### src/rtl/dfoi_pkg.sv
// ----------------------------------------------------------------------------
// dfoi_pkg: shared types, constants and hash helpers
// FNV-1a 64 constants, tag seeds and the byte round used by the hash pipeline.
// ----------------------------------------------------------------------------
package dfoi_pkg;

    localparam int unsigned WORD_W     = 64;
    localparam int unsigned BYTE_W     = 8;
    localparam int unsigned MSG_W      = 3 * WORD_W;
    localparam int unsigned ROUNDS     = MSG_W / BYTE_W;
    localparam int unsigned FIFO_DEPTH = 4;

    localparam logic [WORD_W-1:0] FNV_BASIS  = 64'hCBF2_9CE4_8422_2325;
    localparam logic [WORD_W-1:0] TAG_HI     = 64'h7265_7761_7264_2D31;
    localparam logic [WORD_W-1:0] TAG_LO     = 64'h636C_6169_6D2D_7631;
    localparam logic [BYTE_W-1:0] BYTE_MASK  = 8'hFF;

    // One FNV-1a step. Prime is 2^40 + 0x1B3, so the product is shifts and adds.
    function automatic logic [WORD_W-1:0] fnv_round(input logic [WORD_W-1:0] acc,
                                                    input logic [BYTE_W-1:0] b);
        logic [WORD_W-1:0] x;
        x = acc ^ {{(WORD_W-BYTE_W){1'b0}}, b & BYTE_MASK};
        return x + (x << 40) + (x << 8) + (x << 7) + (x << 5) + (x << 4)
               + (x << 1);
    endfunction

    // Folds a whole word, low byte first. Used for the constant tag prefix only.
    function automatic logic [WORD_W-1:0] fnv_fold_word(input logic [WORD_W-1:0] acc,
                                                        input logic [WORD_W-1:0] w);
        logic [WORD_W-1:0] a;
        a = acc;
        for (int k = 0; k < WORD_W / BYTE_W; k++) begin
            a = fnv_round(a, w[k*BYTE_W +: BYTE_W]);
        end
        return a;
    endfunction

    localparam logic [WORD_W-1:0] SEED_HI = fnv_fold_word(FNV_BASIS, TAG_HI);
    localparam logic [WORD_W-1:0] SEED_LO = fnv_fold_word(FNV_BASIS, TAG_LO);

    // Byte streams for both hashes, low byte first.
    typedef struct packed {
        logic [MSG_W-1:0] msg_hi;
        logic [MSG_W-1:0] msg_lo;
    } t_msg;

    typedef struct packed {
        logic full;
        logic empty;
    } t_q_stat;

endpackage

### src/rtl/dfoi_fifo.sv
// ----------------------------------------------------------------------------
// dfoi_fifo: decoupling queue
// Short register queue between the input stage and the hash pipeline.
// ----------------------------------------------------------------------------
module dfoi_fifo #(
    parameter int unsigned DEPTH = dfoi_pkg::FIFO_DEPTH
) (
    input  logic              i_clk,
    input  logic              i_rst_n,
    input  logic              i_push,
    input  dfoi_pkg::t_msg    i_msg,
    input  logic              i_pop,
    output dfoi_pkg::t_msg    o_msg,
    output dfoi_pkg::t_q_stat o_stat
);
    import dfoi_pkg::*;

    localparam int unsigned PW = (DEPTH > 1) ? $clog2(DEPTH) : 1;
    localparam int unsigned CW = $clog2(DEPTH + 1);

    t_msg          r_mem [DEPTH];
    logic [PW-1:0] r_wp, n_wp, r_rp, n_rp;
    logic [CW-1:0] r_cnt, n_cnt;

    assign o_stat.full  = (r_cnt == CW'(DEPTH));
    assign o_stat.empty = (r_cnt == '0);
    assign o_msg        = r_mem[r_rp];

    always_comb begin
        n_wp  = r_wp;
        n_rp  = r_rp;
        n_cnt = r_cnt;
        if (i_push) begin
            n_wp = (r_wp == PW'(DEPTH - 1)) ? '0 : r_wp + 1'b1;
        end
        if (i_pop) begin
            n_rp = (r_rp == PW'(DEPTH - 1)) ? '0 : r_rp + 1'b1;
        end
        if (i_push && !i_pop) begin
            n_cnt = r_cnt + 1'b1;
        end else if (!i_push && i_pop) begin
            n_cnt = r_cnt - 1'b1;
        end
    end

    always_ff @(posedge i_clk) begin
        if (!i_rst_n) begin
            r_wp  <= '0;
            r_rp  <= '0;
            r_cnt <= '0;
        end else begin
            r_wp  <= n_wp;
            r_rp  <= n_rp;
            r_cnt <= n_cnt;
        end
    end

    always_ff @(posedge i_clk) begin
        if (i_push) begin
            r_mem[r_wp] <= i_msg;
        end
    end
endmodule

### config.mk
export PLATFORM = sky130hd
export DESIGN_NAME = dfoi_fifo
export DESIGN_NICKNAME = d
export VERILOG_FILES = /design/src/rtl/dfoi_pkg.sv /design/src/rtl/dfoi_fifo.sv
export SDC_FILE = /design/constraint.sdc
export NUM_CORES = 1
export LEC_CHECK = 0
export BUFFER_PORTS_ARGS = -buffer_cell sky130_fd_sc_hd__buf_4
export CAP_MARGIN = 30
export CORE_ASPECT_RATIO = 0.8
export CORE_MARGIN = 10
export CORE_UTILIZATION = 55
export DETAILED_ROUTE_END_ITERATION = 16
export PLACE_DENSITY_LB_ADDON = 0.2
export SLEW_MARGIN = 20
export SYNTH_ARGS = -nofsm -noshare
export SYNTH_HDL_FRONTEND = slang
export SYNTH_SLANG_ARGS = --single-unit
### constraint.sdc
create_clock -name i_clk -period 24.5 [get_ports i_clk]
set_input_delay 6.125 -clock i_clk [delete_from_list [all_inputs] [get_ports i_clk]]
set_output_delay 6.125 -clock i_clk [all_outputs]
set_load 0.02 [all_outputs]
### Word level (Yosys, flattened, before mapping)

Memories as Yosys holds them, arrays and structs flattened. A register that Yosys moved wholly into a read port is not among the register bits.
Cells that the tools add are included.

* register bits after elaboration: 7
* bits in writable memories: 1536
* input bits: 388
* output and inout port bits: 386
* logic and storage cells: 25
* memories kept: 1

Memory list
* r_mem: depth 4, width 384, read ports 1, clocked after Yosys merged registers in 1, write ports 1, RTL line dfoi_fifo.sv:21 `t_msg r_mem [DEPTH];`

* add/subtract/negate cells: 4
* equal/unequal tests: 3
* multiplexer cells: 8
* reduce and logical (&&, ||, !) cells: 6

Operators with widths (count)
* 2-bit 2-to-1 mux: 4
* 3-bit 2-to-1 mux: 2
* 2-bit by 1-bit adder with 2-bit output (second input constant): 2
* 2-bit == test (second input constant): 2
* 3-bit by 1-bit adder with 3-bit output (second input constant): 1
* 3-bit == test (second input constant): 1
* 3-bit zero test: 1
* 3-bit by 1-bit subtractor with 3-bit output (second input constant): 1
* 1-bit logical AND: 2
* 1-bit zero test: 2
* 1-bit 2-to-1 mux: 2
* 2-bit nonzero test: 1

### Longest topological paths before layout

* depth in word-level cells: 4
* depth in mapped cells: 7
* gate-level depth less buffers: 7

### Least setup slack after synthesis

Ideal clock, no wire load.

* path kind: input port to flip-flop
* from: in i_push
* to: mem r_mem[0][0] (netlist name), enable pin
* library setup time: 0.795 ns
* arrival time: 14.764 ns
* required time: 23.705 ns
* slack: 8.942 ns
* stages: 1
* path buffers: 0
* path through: and2_1

* longest elaborated chain between the ends: 2

Ends and longest elaborated chain
* start, declared: RTL line dfoi_fifo.sv:10 `input logic i_push,`
* 1-bit 2-to-1 mux: RTL line dfoi_fifo.sv:59 `if (i_push) begin`
* 1-bit 2-to-1 mux (not written as such): RTL line dfoi_fifo.sv:60 `r_mem[r_wp] <= i_msg;`
* end, declared: RTL line dfoi_fifo.sv:21

Every way passes these cells.

==> tab_implementation.tex <==
\begin{tabular}{lr}
\hline
Metric & Value \\
\hline
\multicolumn{2}{l}{\textbf{Clock network}} \\
\quad Post-CTS Hold Buffers & 0 \\
\quad Clock Path Buffers & 3 \\
\quad Setup repair bufs after CTS & 0 \\
\quad \# H-tree levels & 4 \\
\quad CTS sink count & 1,545 \\
\quad Cell chosen for the clock root & sky130\_fd\_sc\_hd\_\_clkbuf\_16 \\
\quad Post-CTS resize count & 0 \\
\quad TritonCTS clock tree & yes \\
\quad Clock insertion delay at the later pin of the skew report & 760 ps \\
\quad Number of buffers created by CTS & around 140 \\
\quad CTS clock-pin slew for the worst setup and hold paths & 60 ps \\
\multicolumn{2}{l}{\textbf{Die}} \\
\quad Full die area & 117,000 sq um \\
\quad Initial core utilization & 55.4\% \\
\quad I/O Pins & between 700 and 800 \\
\quad Die height & approximately 300 um \\
\quad Width of the die & 380 um \\
\quad Placeable core region & around 100,000 sq um \\
\quad Standard-cell row count & $\sim$110 \\
\multicolumn{2}{l}{\textbf{Min path}} \\
\quad Hold-critical path endpoint & r\_cnt[2] \\
\quad Tightest Hold Check Type & reg -> reg \\
\quad Start point of the worst hold path & r\_cnt[2] \\
\quad Worst hold path depth & 2 \\
\multicolumn{2}{l}{\textbf{Timing}} \\
\quad Worst rel slew slack & 16.8\% \\
\quad Post-layout min period & 10,530 ps \\
\quad Number of slew-limit violations in the final report & 0 \\
\quad Highest clock frequency the design can meet & 94.9 MHz \\
\quad Final-report hold violation count & 0 \\
\quad Setup repair after global routing missed its margin & no \\
\quad Slew of the pin with the lowest slew margin & 1250 ps \\
\quad Post-route fraction of the period consumed by the critical path & 43.0\% \\
\quad Setup Viol. Count Final & 0 \\
\quad Final-layout setup total negative slack & 0 ps \\
\quad Worst clock skew on the final layout & 28.0 ps \\
\multicolumn{2}{l}{\textbf{Logic synthesis}} \\
\quad Syn Nets & 2,445 \\
\quad Seq/Total Area, Yosys & 81.4\% \\
\quad Synthesized area & 56,900 sq um \\
\quad Mean instance size in the synthesized netlist & around 28 sq um \\
\quad Post-Syn Instances & 2,050 \\
\quad Cell taking the most area after synthesis & sky130\_fd\_sc\_hd\_\_edfxtp\_1 \\
\quad Top-area cell type share of the netlist area & 81.1\% \\
\quad Total of flip-flops plus latches after synthesis & approximately 1,500 \\
\quad Post-synthesis cell type count & 23 \\
\quad YS warnings & 0 \\
\quad Leading post-synthesis cells by cell area & sky130\_fd\_sc\_hd\_\_edfxtp\_1 (81\%), sky130\_fd\_sc\_hd\_\_mux4\_1 (12\%), sky130\_fd\_sc\_hd\_\_mux4\_2 (5.2\%) \\
\multicolumn{2}{l}{\textbf{Finish}} \\
\quad Fraction of layout cells with a size suffix above 1 & 37.3\% \\
\quad Number of standard cells in the layout, taps in and fillers out & 4,439 \\
\quad Layout Area Growth over Synthesis & 21.0\% \\
\quad Number of nets in the layout & 3,311 \\
\multicolumn{2}{l}{\textbf{Routing}} \\
\quad Router iterations before antenna repair & 5 \\
\quad Number of antenna-violating nets in the routed design & 0 \\
\quad Detailed-route vias per instance & 5.70 \\
\quad Wire length reported by the detailed router & roughly 120 mm \\
\quad Post-detailed-route DRC marker count & 0 \\
\quad DR vias & 25,289 \\
\quad Number of DRC violations after detailed-routing iteration 0 & 1,728 \\
\quad WL/cell & 27.8 um \\
\multicolumn{2}{l}{\textbf{Placed design}} \\
\quad Half-perimeter wire length after detailed placement & 78.6 mm \\
\quad Number of port buffers & 773 \\
\quad Placed cell count & approximately 4,200 \\
\quad Global placer's final weighted congestion & between 0.7 and 0.8 \\
\multicolumn{2}{l}{\textbf{Critical path}} \\
\quad CP Capture Type & output port \\
\quad Element type at the critical path start & flop \\
\quad Critical-path top delay cell & sky130\_fd\_sc\_hd\_\_dfxtp\_4 \\
\quad Cell repeated most along the worst path & sky130\_fd\_sc\_hd\_\_buf\_4 \\
\quad Critical path required time & 18,380 ps \\
\quad FF-to-FF Start & r\_wp[0] \\
\quad Crit Path Max Fanout & 125 \\
\quad RR Endpoint & r\_mem[1][271] \\
\quad CP Cell Sequence & buf\_4 > buf\_12 > mux4\_1 > buf\_4 \\
\quad Setup Crit Path Kind & reg -> out \\
\quad Reg-to-reg slack, setup & about 21,000 ps \\
\quad Critical path's largest stage delay & 870 ps \\
\quad Worst reg2reg path depth & 6 \\
\quad Crit path arrival time & roughly 4400 ps \\
\multicolumn{2}{l}{\textbf{Power}} \\
\quad PnR Total Power & 0.00579 W \\
\quad Leakage power summed over all cells & 23.4 nW \\
\quad Total power divided by cell area & 84.2 nW/um\^{}2 \\
\quad Worst vdd rail ir drop & slightly above 0.07 mV \\
\multicolumn{2}{l}{\textbf{GRT}} \\
\quad Number of global-route vias before repair & 26,794 \\
\quad Largest net degree at the start of global routing & 171 \\
\quad Combined global-route utilization of all metal layers & between 20\% and 30\% \\
\quad First-pass GRT wire length & around 180 mm \\
\quad Number of antenna violations at the first check in global routing & 34 \\
\quad GRT Residual Overflow & 0 \\
\multicolumn{2}{l}{\textbf{Outcome}} \\
\quad Outcome & finished clean \\
\multicolumn{2}{l}{\textbf{Run}} \\
\quad Maximum Capacitance Violations & 0 \\
\hline
\end{tabular}
final cells by class:
type	count	area (sq um)
inverter	4	15.0
tap	1391	1740
multi-input combinational	415	9870
timing repair buffer	807	6340
sequential	1545	46300
clock buffer	195	4010
fill	6305	33800
clock inverter	62	463
antenna	20	50.0
worst max path at each step:
stage               slack, ps  depth (start not counted)   start      endpoint
global placement        14240                          5  i_push  r_mem[3][48]
detailed placement      14780                          4    flop    o_msg[209]
global route            13790                          4    flop    o_msg[266]
CTS                     13940                          4    flop    o_msg[209]
floorplan                8940                          1  i_push   r_mem[0][0]
finish                  13970                          4    flop    o_msg[209]
metal layers:
metal	track usage, %	part of all wire (%)	vias up
met5	0	0.17	-
met3	7.81	8.7	204
met2	34.7	52	864
met1	24.1	36	13215
li1	-	-	10976
met4	8.98	3.5	30
state kept, by name, summed over array words and instances, names as in the netlist, named ones only:
signal / cells
r_cnt: 3
r_mem: 1536
r_rp: 2
r_wp: 2
through the flow:
step	setup slack [ps]	util (%)	hold WS, ps	cell area [sq um]
floorplan	8940	-	472	56900
global placement	14240	62.4	484	64000
detailed placement	14780	62.6	511	64200
CTS	13940	66.9	521	68700
global route	13790	67.0	566	68800
finish	13970	67.1	518	68800
worst max-delay path, delay by kind of cell, from the launching register on:
family                 cells  cell delay, ps
muxes                      1             720
buffers and inverters      3            1680
DFF                        1             870
cell families after synthesis:
group | count (synthesis) | synth area share (%)
buffers and inverters | 90 | 1.25
adders and majority gates | 7 | 0.167
DFF | 1545 | 81.4
AOI/OAI and AO/OA | 3 | 0.0352
muxes | 388 | 16.9
and+or+nand+nor | 15 | 0.158
xor gates and xnor gates | 2 | 0.0308
power by group:
group	switching (W)	internal (W)	total, W
sequential	0.0000274	0.00303	0.00306
combinational	0.000351	0.000267	0.000619
clock	0.000907	0.00121	0.00211
cells in the final DEF (no fill, tap or decap), drive strengths merged, types with 2 or more instances in the layout:
cell type,instances
and2,5
buf,807
bufinv,6
clkbuf,195
clkinv,49
clkinvlp,4
dfxtp,9
diode,20
edfxtp,1536
ha,6
inv,7
mux2i,4
mux4,384
nor2b,5
nor3,2
synth_stat cells, drive strengths merged:
library cell / number
clkbuf: 5
inv: 4
fa: 1
a21boi: 1
mux4: 384
nor3b: 1
xor2: 1
nor3: 2
o21a: 1
o21ai: 1
dfxtp: 9
and2: 5
edfxtp: 1536
xnor2: 1
or3: 1
ha: 6
nor2: 1
mux2i: 4
nor2b: 5
buf: 81
Note: power is estimated with default switching activity, not from simulation.
