[src/rtl/dfoi_pkg.sv]
// ----------------------------------------------------------------------------
// dfoi_pkg: shared types, constants and hash helpers
// FNV-1a 64 constants, tag seeds and the byte round used by the hash pipeline.
// ----------------------------------------------------------------------------
package dfoi_pkg;

    localparam int unsigned WORD_W     = 64;
    localparam int unsigned BYTE_W     = 8;
    localparam int unsigned MSG_W      = 3 * WORD_W;
    localparam int unsigned ROUNDS     = MSG_W / BYTE_W;
    localparam int unsigned FIFO_DEPTH = 4;

    localparam logic [WORD_W-1:0] FNV_BASIS  = 64'hCBF2_9CE4_8422_2325;
    localparam logic [WORD_W-1:0] TAG_HI     = 64'h7265_7761_7264_2D31;
    localparam logic [WORD_W-1:0] TAG_LO     = 64'h636C_6169_6D2D_7631;
    localparam logic [BYTE_W-1:0] BYTE_MASK  = 8'hFF;

    // One FNV-1a step. Prime is 2^40 + 0x1B3, so the product is shifts and adds.
    function automatic logic [WORD_W-1:0] fnv_round(input logic [WORD_W-1:0] acc,
                                                    input logic [BYTE_W-1:0] b);
        logic [WORD_W-1:0] x;
        x = acc ^ {{(WORD_W-BYTE_W){1'b0}}, b & BYTE_MASK};
        return x + (x << 40) + (x << 8) + (x << 7) + (x << 5) + (x << 4)
               + (x << 1);
    endfunction

    // Folds a whole word, low byte first. Used for the constant tag prefix only.
    function automatic logic [WORD_W-1:0] fnv_fold_word(input logic [WORD_W-1:0] acc,
                                                        input logic [WORD_W-1:0] w);
        logic [WORD_W-1:0] a;
        a = acc;
        for (int k = 0; k < WORD_W / BYTE_W; k++) begin
            a = fnv_round(a, w[k*BYTE_W +: BYTE_W]);
        end
        return a;
    endfunction

    localparam logic [WORD_W-1:0] SEED_HI = fnv_fold_word(FNV_BASIS, TAG_HI);
    localparam logic [WORD_W-1:0] SEED_LO = fnv_fold_word(FNV_BASIS, TAG_LO);

    // Byte streams for both hashes, low byte first.
    typedef struct packed {
        logic [MSG_W-1:0] msg_hi;
        logic [MSG_W-1:0] msg_lo;
    } t_msg;

    typedef struct packed {
        logic full;
        logic empty;
    } t_q_stat;

endpackage

[src/rtl/dfoi_if.sv]
// ----------------------------------------------------------------------------
// dfoi_if: item channels
// Valid/ready channels for the request item and the operation-id item.
// ----------------------------------------------------------------------------
interface dfoi_in_if;
    logic        valid;
    logic        ready;
    logic [63:0] profile_high;
    logic [63:0] profile_low;
    logic [63:0] dedup_key;

    modport source (output valid, output profile_high, output profile_low,
                    output dedup_key, input ready);
    modport sink   (input valid, input profile_high, input profile_low,
                    input dedup_key, output ready);
endinterface


[src/rtl/dfoi_front.sv]
// ----------------------------------------------------------------------------
// dfoi_front: input stage
// Registers each item and lays out the byte stream of each hash.
// ----------------------------------------------------------------------------
module dfoi_front (
    input  logic            i_clk,
    input  logic            i_rst_n,
    dfoi_in_if.sink         i_in,
    input  dfoi_pkg::t_q_stat i_q_stat,
    output logic            o_push,
    output dfoi_pkg::t_msg  o_msg
);
    import dfoi_pkg::*;

    logic r_vld, n_vld;
    t_msg r_msg;
    logic w_acc;

    assign i_in.ready = !r_vld || !i_q_stat.full;
    assign w_acc      = i_in.valid && i_in.ready;
    assign o_push     = r_vld && !i_q_stat.full;
    assign o_msg      = r_msg;

    always_comb begin
        n_vld = r_vld;
        if (w_acc) begin
            n_vld = 1'b1;
        end else if (o_push) begin
            n_vld = 1'b0;
        end
    end

    always_ff @(posedge i_clk) begin
        if (!i_rst_n) begin
            r_vld <= 1'b0;
        end else begin
            r_vld <= n_vld;
        end
    end

    // High hash: ph, pl, key. Low hash: key, pl, ph.
    always_ff @(posedge i_clk) begin
        if (w_acc) begin
            r_msg.msg_hi <= {i_in.dedup_key, i_in.profile_low, i_in.profile_high};
            r_msg.msg_lo <= {i_in.profile_high, i_in.profile_low, i_in.dedup_key};
        end
    end
endmodule

[src/flat_wrapper.sv]
// flat-port wrapper written by rule: the top's interface ports become plain ports
module dfoi_front_flat import dfoi_pkg::*;
  (i_clk, i_rst_n, i_q_stat, o_push, o_msg, i_in_valid, i_in_profile_high, i_in_profile_low, i_in_dedup_key, i_in_ready);
  dfoi_in_if i_in_i ();
  input  logic i_clk;
  input  logic i_rst_n;
  input  dfoi_pkg::t_q_stat i_q_stat;
  output logic o_push;
  output dfoi_pkg::t_msg o_msg;
  input wire logic [$bits(i_in_i.valid)-1:0] i_in_valid;
  input wire logic [$bits(i_in_i.profile_high)-1:0] i_in_profile_high;
  input wire logic [$bits(i_in_i.profile_low)-1:0] i_in_profile_low;
  input wire logic [$bits(i_in_i.dedup_key)-1:0] i_in_dedup_key;
  output wire logic [$bits(i_in_i.ready)-1:0] i_in_ready;
  assign i_in_i.valid = i_in_valid;
  assign i_in_i.profile_high = i_in_profile_high;
  assign i_in_i.profile_low = i_in_profile_low;
  assign i_in_i.dedup_key = i_in_dedup_key;
  assign i_in_ready = i_in_i.ready;
  dfoi_front u_core (.i_clk(i_clk), .i_rst_n(i_rst_n), .i_in(i_in_i), .i_q_stat(i_q_stat), .o_push(o_push), .o_msg(o_msg));
endmodule
[config.mk]
export PLATFORM = sky130hd
export DESIGN_NAME = dfoi_front_flat
export DESIGN_NICKNAME = d
export VERILOG_FILES = /design/src/rtl/dfoi_pkg.sv /design/src/rtl/dfoi_if.sv /design/src/rtl/dfoi_front.sv /design/src/flat_wrapper.sv
export SDC_FILE = /design/constraint.sdc
export NUM_CORES = 1
export LEC_CHECK = 0
export BUFFER_PORTS_ARGS = -buffer_cell sky130_fd_sc_hd__buf_2
export CAP_MARGIN = 5
export CELL_PAD_IN_SITES_DETAIL_PLACEMENT = 1
export CELL_PAD_IN_SITES_GLOBAL_PLACEMENT = 1
export CORE_AREA = 2 2 225 227
export CTS_CLUSTER_SIZE = 12
export DETAILED_ROUTE_END_ITERATION = 8
export DIE_AREA = 0 0 227 229
export PLACE_DENSITY_LB_ADDON = 0.1
export REMOVE_ABC_BUFFERS = 1
export SETUP_SLACK_MARGIN = 0.02
export SYNTH_ARGS = -nofsm -noshare
export SYNTH_HDL_FRONTEND = slang
export SYNTH_SLANG_ARGS = --single-unit
[constraint.sdc]
create_clock -name i_clk -period 14 [get_ports i_clk]
set_clock_uncertainty 0.1 [all_clocks]
set_input_delay 1.4 -clock i_clk [delete_from_list [all_inputs] [get_ports i_clk]]
set_output_delay 1.4 -clock i_clk [all_outputs]
set_load 0.01 [all_outputs]
After elaboration in Yosys (flattened, before gate mapping):

Cells that the tools add are included.

* flip-flop bits (word level): 385
* latch bits: 0
* bits in writable memories: 0
* memory bits (read-only): 0
* output and inout bits: 386
* memories: 0

* add/subtract/negate cells: 0
* $mul: 0
* divide/modulo/power cells: 0
* $lt $le $gt $ge: 0
* eq/ne operators: 0
* shifts and indexed selects: 0
* mux-type cells: 2
* bitwise gates (word level): 0
* reduce and logical (&&, ||, !) cells: 6

Operators by type and width (count)
* logical AND 1 bit: 2
* zero test 1 bit: 2
* 2-to-1 mux 1 bit: 2
* nonzero test 2 bit: 1
* logical OR 1 bit: 1

Depth between registers and ports, before layout:

* depth in word-level cells: 4
* depth in mapped cells: 2
* gate-level depth less buffers: 2

Worst setup path before layout:

No wires, ideal clock.

* path type: input to register
* start point: input port i_q_stat[1] (netlist name)
* end point: register u_core.r_msg, in the netlist u_core.o_msg[0], enable pin
* data arrival time: 5937 ps
* required time: 13323 ps
* setup slack: 7386 ps
* stages: 2
* buffers on the path: 0
* cell sequence: nand2_1 and2_1

* longest elaborated chain between the ends: 3

Ends and longest elaborated chain
* from (decl): RTL line flat_wrapper.sv:7 `input dfoi_pkg::t_q_stat i_q_stat;`
* zero test 1 bit: RTL line dfoi_front.sv:19 `assign i_in.ready = !r_vld || !i_q_stat.full;`
* logical OR 1 bit: RTL line dfoi_front.sv:19
* logical AND 1 bit: RTL line dfoi_front.sv:20 `assign w_acc = i_in.valid && i_in.ready;`
* to (decl): RTL line dfoi_front.sv:16 `t_msg r_msg;`

Every way passes these cells.
A chain may end at the register's enable or synchronous reset.

Worst setup path in the final report:

* start point: input port i_q_stat[1] (netlist name)
* end point: register u_core.r_msg, in the netlist u_core.o_msg[89], enable pin

The elaborated chain is that of the path after synthesis.

==> impl.org <==
** Critical path
- The critical path is of the in2reg type.
- The worst setup path is launched from an input pin.
- Cells along the critical path :: buf_2 -> nand2_1 -> and2_4 -> buf_4 -> buf_4
- Crit path capture type :: flip-flop
- Data required time at the worst endpoint :: between 10 and 15 ns
- Of all nets on the critical path, the largest fanout is between 50 and 60.
- Cell mode on critical path :: buf_4
- For the worst setup path, the data arrival time is about 3.4 ns.
- Crit path max-delay cell type :: buf_4
- Worst stage delay on the critical path :: roughly 0.73 ns

** Timing
- For the pin with the worst max-slew slack, the measured transition is 0.8939 ns.
- Setup TNS after final layout :: 0 ns
- Final Max Slew Viols :: 0
- For this run, the top clock speed supported by timing is slightly below 300 MHz.
- Max-Slew Margin vs Limit :: 0.4041
- The hold violation count in the final report was 0.
- Final count of negative-setup-slack endpoints :: 0
- Dividing the final minimum period by the clock period gives 0.2439.
- Final critical-path required period :: 3.415 ns
- Unrepaired setup endpoints after global routing :: false

** Clocking
- Total CTS buffers :: 17
- The later pin in the worst-skew pair is clocked with a latency of between 0.4 and 0.5 ns.
- After clock tree synthesis, the repair step resized 0 gates.
- Number of setup buffers added after CTS :: 0
- TritonCTS clock tree :: built
- The tree is rooted in a clkbuf_16.
- The clock tree synthesis step divided the H-tree into 4 levels.
- Post-cts hold buffer count :: 0
- Clock Sink Count :: 193
- In this run the deepest clock path goes through 2 buffers.
- Clock-pin slew was measured on the worst setup and hold paths at roughly 0.070 ns.

** Cells and area
- Final Net Count :: 998
- Final Core Density :: 0.2056
- Share of cells above drive strength 1 :: 0.7543
- Layout overhead on the synthesized area :: 40.66%
- The finished cells cover roughly 10,000 um2.

** Power
- Total chip power :: 1.367 mW
- Pwr/cell area :: ~130 nW/um2
- Max rail drop VDD :: 0.00007391 V
- Proportion of power drawn by flip-flops and latches :: 0.511
- Of the total power, combinational logic draws 0.100.
- The internal power of the cells totals between 1 and 1.5 mW.
- In this run the power spent charging and discharging nets is between 0.3 and 0.4 mW.
- Clock network power share :: 0.388
- For this design the static power due to leakage is 4.480 nW.
- Switching fraction of total power :: 0.2410

** Placement
- Final weighted congestion of routability-driven global placement :: a little over 0.7
- Number of buffers added on ports :: approximately 580
- Cell Area, Placed :: between 9000 and 10,000 um2
- Summed over all nets, the half-perimeter wirelength after detailed placement is around 20,000 um.

** Route
- Count of vias placed by the detailed router :: between 4,000 and 5,000
- After detailed routing, the average wire length per cell comes to 16.36 um.
- The count of nets left with antenna violations once routing finished came out at 0.
- The detailed router finished its first iteration with between 100 and 150 violations.
- The final layout contains routed wiring with a total length of approximately 24,000 um.
- DRC viols :: 0
- Detailed-routing iteration count for the pre-antenna-repair pass :: 4
- Mean number of vias per cell :: 2.972

** Yosys
- Number of synthesis warnings :: 0
- Count of unique library cells instantiated by Yosys :: 8
- The cell area that synthesis handed to floorplanning was roughly 7300 um2.
- Synthesis handed over a netlist of 390 instances.
- Of the synthesized area, sequential elements account for 0.7972.
- In this run, synthesis produced a sequential element count of 193.
- Mean instance size in the synthesized netlist :: between 15 and 20 um2

** Global routing
- Wire length of the first global-routing pass :: ~32,000 um
- The via count of the first global-routing pass is 4,404.
- Pin count of the biggest net entering global routing :: 65
- Antenna violations before repair :: 1
- Overflow left after global routing :: 0
- GR Util All Layers :: 0.08973

** Die
- 583 I/O pins were placed.
- The floorplan step defined a die boundary enclosing 51,980 um2.
- The floorplan step set the die width to roughly 230 um.
- Die Span Y :: approximately 230 um
- For this configuration, the core starts out at a cell density of 0.1461.
- Standard cell core area :: around 50,000 um2
- The initialized floorplan defines 82 standard-cell rows.

** Outcome
- The flow ran to the end, and the final reports show no timing, DRC or antenna violations.

** Run
- Number of maximum-capacitance constraint violations :: 0

** Min path
- Kind of path behind the tightest hold check :: reg2reg
[synth_stat cells]
master,instances,area share
buf_4,192,0.20
edfxtp_1,192,0.79
a21oi_1,1,0.00069
and2_1,1,0.00086
and2b_2,1,0.0012
dfxtp_1,1,0.0028
nand2_1,1,0.00052
nor2b_1,1,0.00086
[cells by family (layout without fill, tap and decap cells)]
family / after synthesis / in the layout / share of synthesized area
AO/OA/AOI/OAI: 1 / 1 / 0.0006890
buffers and inverters: 192 / 616 / 0.1986
flip-flops: 193 / 193 / 0.7972
other: 0 / 1 / 0
AND/OR/NAND/NOR: 4 / 4 / 0.003449
[final timing paths]
path | cells after the start | slack [ns] | start | end
setup / recovery | 5 | 10.59 | i_q_stat[1] | u_core.o_msg[89]
hold / removal | 2 | 0.45 | u_core.r_vld | u_core.r_vld
setup reg to reg | 4 | 11.29 | u_core.r_vld | u_core.o_msg[89]
hold reg to reg | 2 | 0.45 | u_core.r_vld | u_core.r_vld
[layer usage]
metal,share of wire,track usage,up-vias
li1,-,-,2014
met1,0.36,0.09000,2097
met2,0.54,0.1629,289
met3,0.090,0.03720,19
met4,0.015,0.03554,0
met5,0,0,-
[placed cells by master, fill, tap and decap left out, drive strengths merged]
master / netlist / layout
nor2b: 1 / 1
inv: 0 / 4
dfxtp: 1 / 1
and2b: 1 / 1
bufinv: 0 / 4
and2: 1 / 1
diode: 0 / 1
nand2: 1 / 1
edfxtp: 192 / 192
clkbuf: 0 / 20
buf: 192 / 584
a21oi: 1 / 1
clkinv: 0 / 3
clkinvlp: 0 / 1
[flip-flops by register name, indices dropped and copies added, names as in the netlist]
register	cells
u_core.o_msg	192
u_core.r_vld	1
[area by class of cell]
type	instances	area (um2)
Fill cell	5694	39450
Tap cell	672	840.8
Multi-Input combinational cell	5	32.53
Clock inverter	12	178.9
Sequential cell	193	5786
Clock buffer	20	436.7
Timing Repair Buffer	584	2930
Antenna cell	1	2.502
[stage by stage]
stage	hold WS (ns)	setup WS [ns]	std cells
after floorplan	0.3879	7.386	198
after global placement	0.4430	9.983	1454
after detailed placement	0.4349	9.999	1454
after CTS	0.4494	10.56	1486
after global routing	0.4976	10.41	1486
final	0.4491	10.59	1487
[power groups by stage]
stage	logic, mW	registers [mW]	clock network [mW]
after floorplan	0.0105	0.746	0
after global placement	0.141	0.715	0
after detailed placement	0.141	0.714	0
after CTS	0.140	0.702	0.565
after global routing	0.148	0.704	0.579
final	0.137	0.699	0.531
[critical path: cells and delay by family]
family / cells / cell delay [ns]
buffers and inverters: 3 / 1.43
and+or+nand+nor: 2 / 0.46
Note: power is estimated with default switching activity, not from simulation.
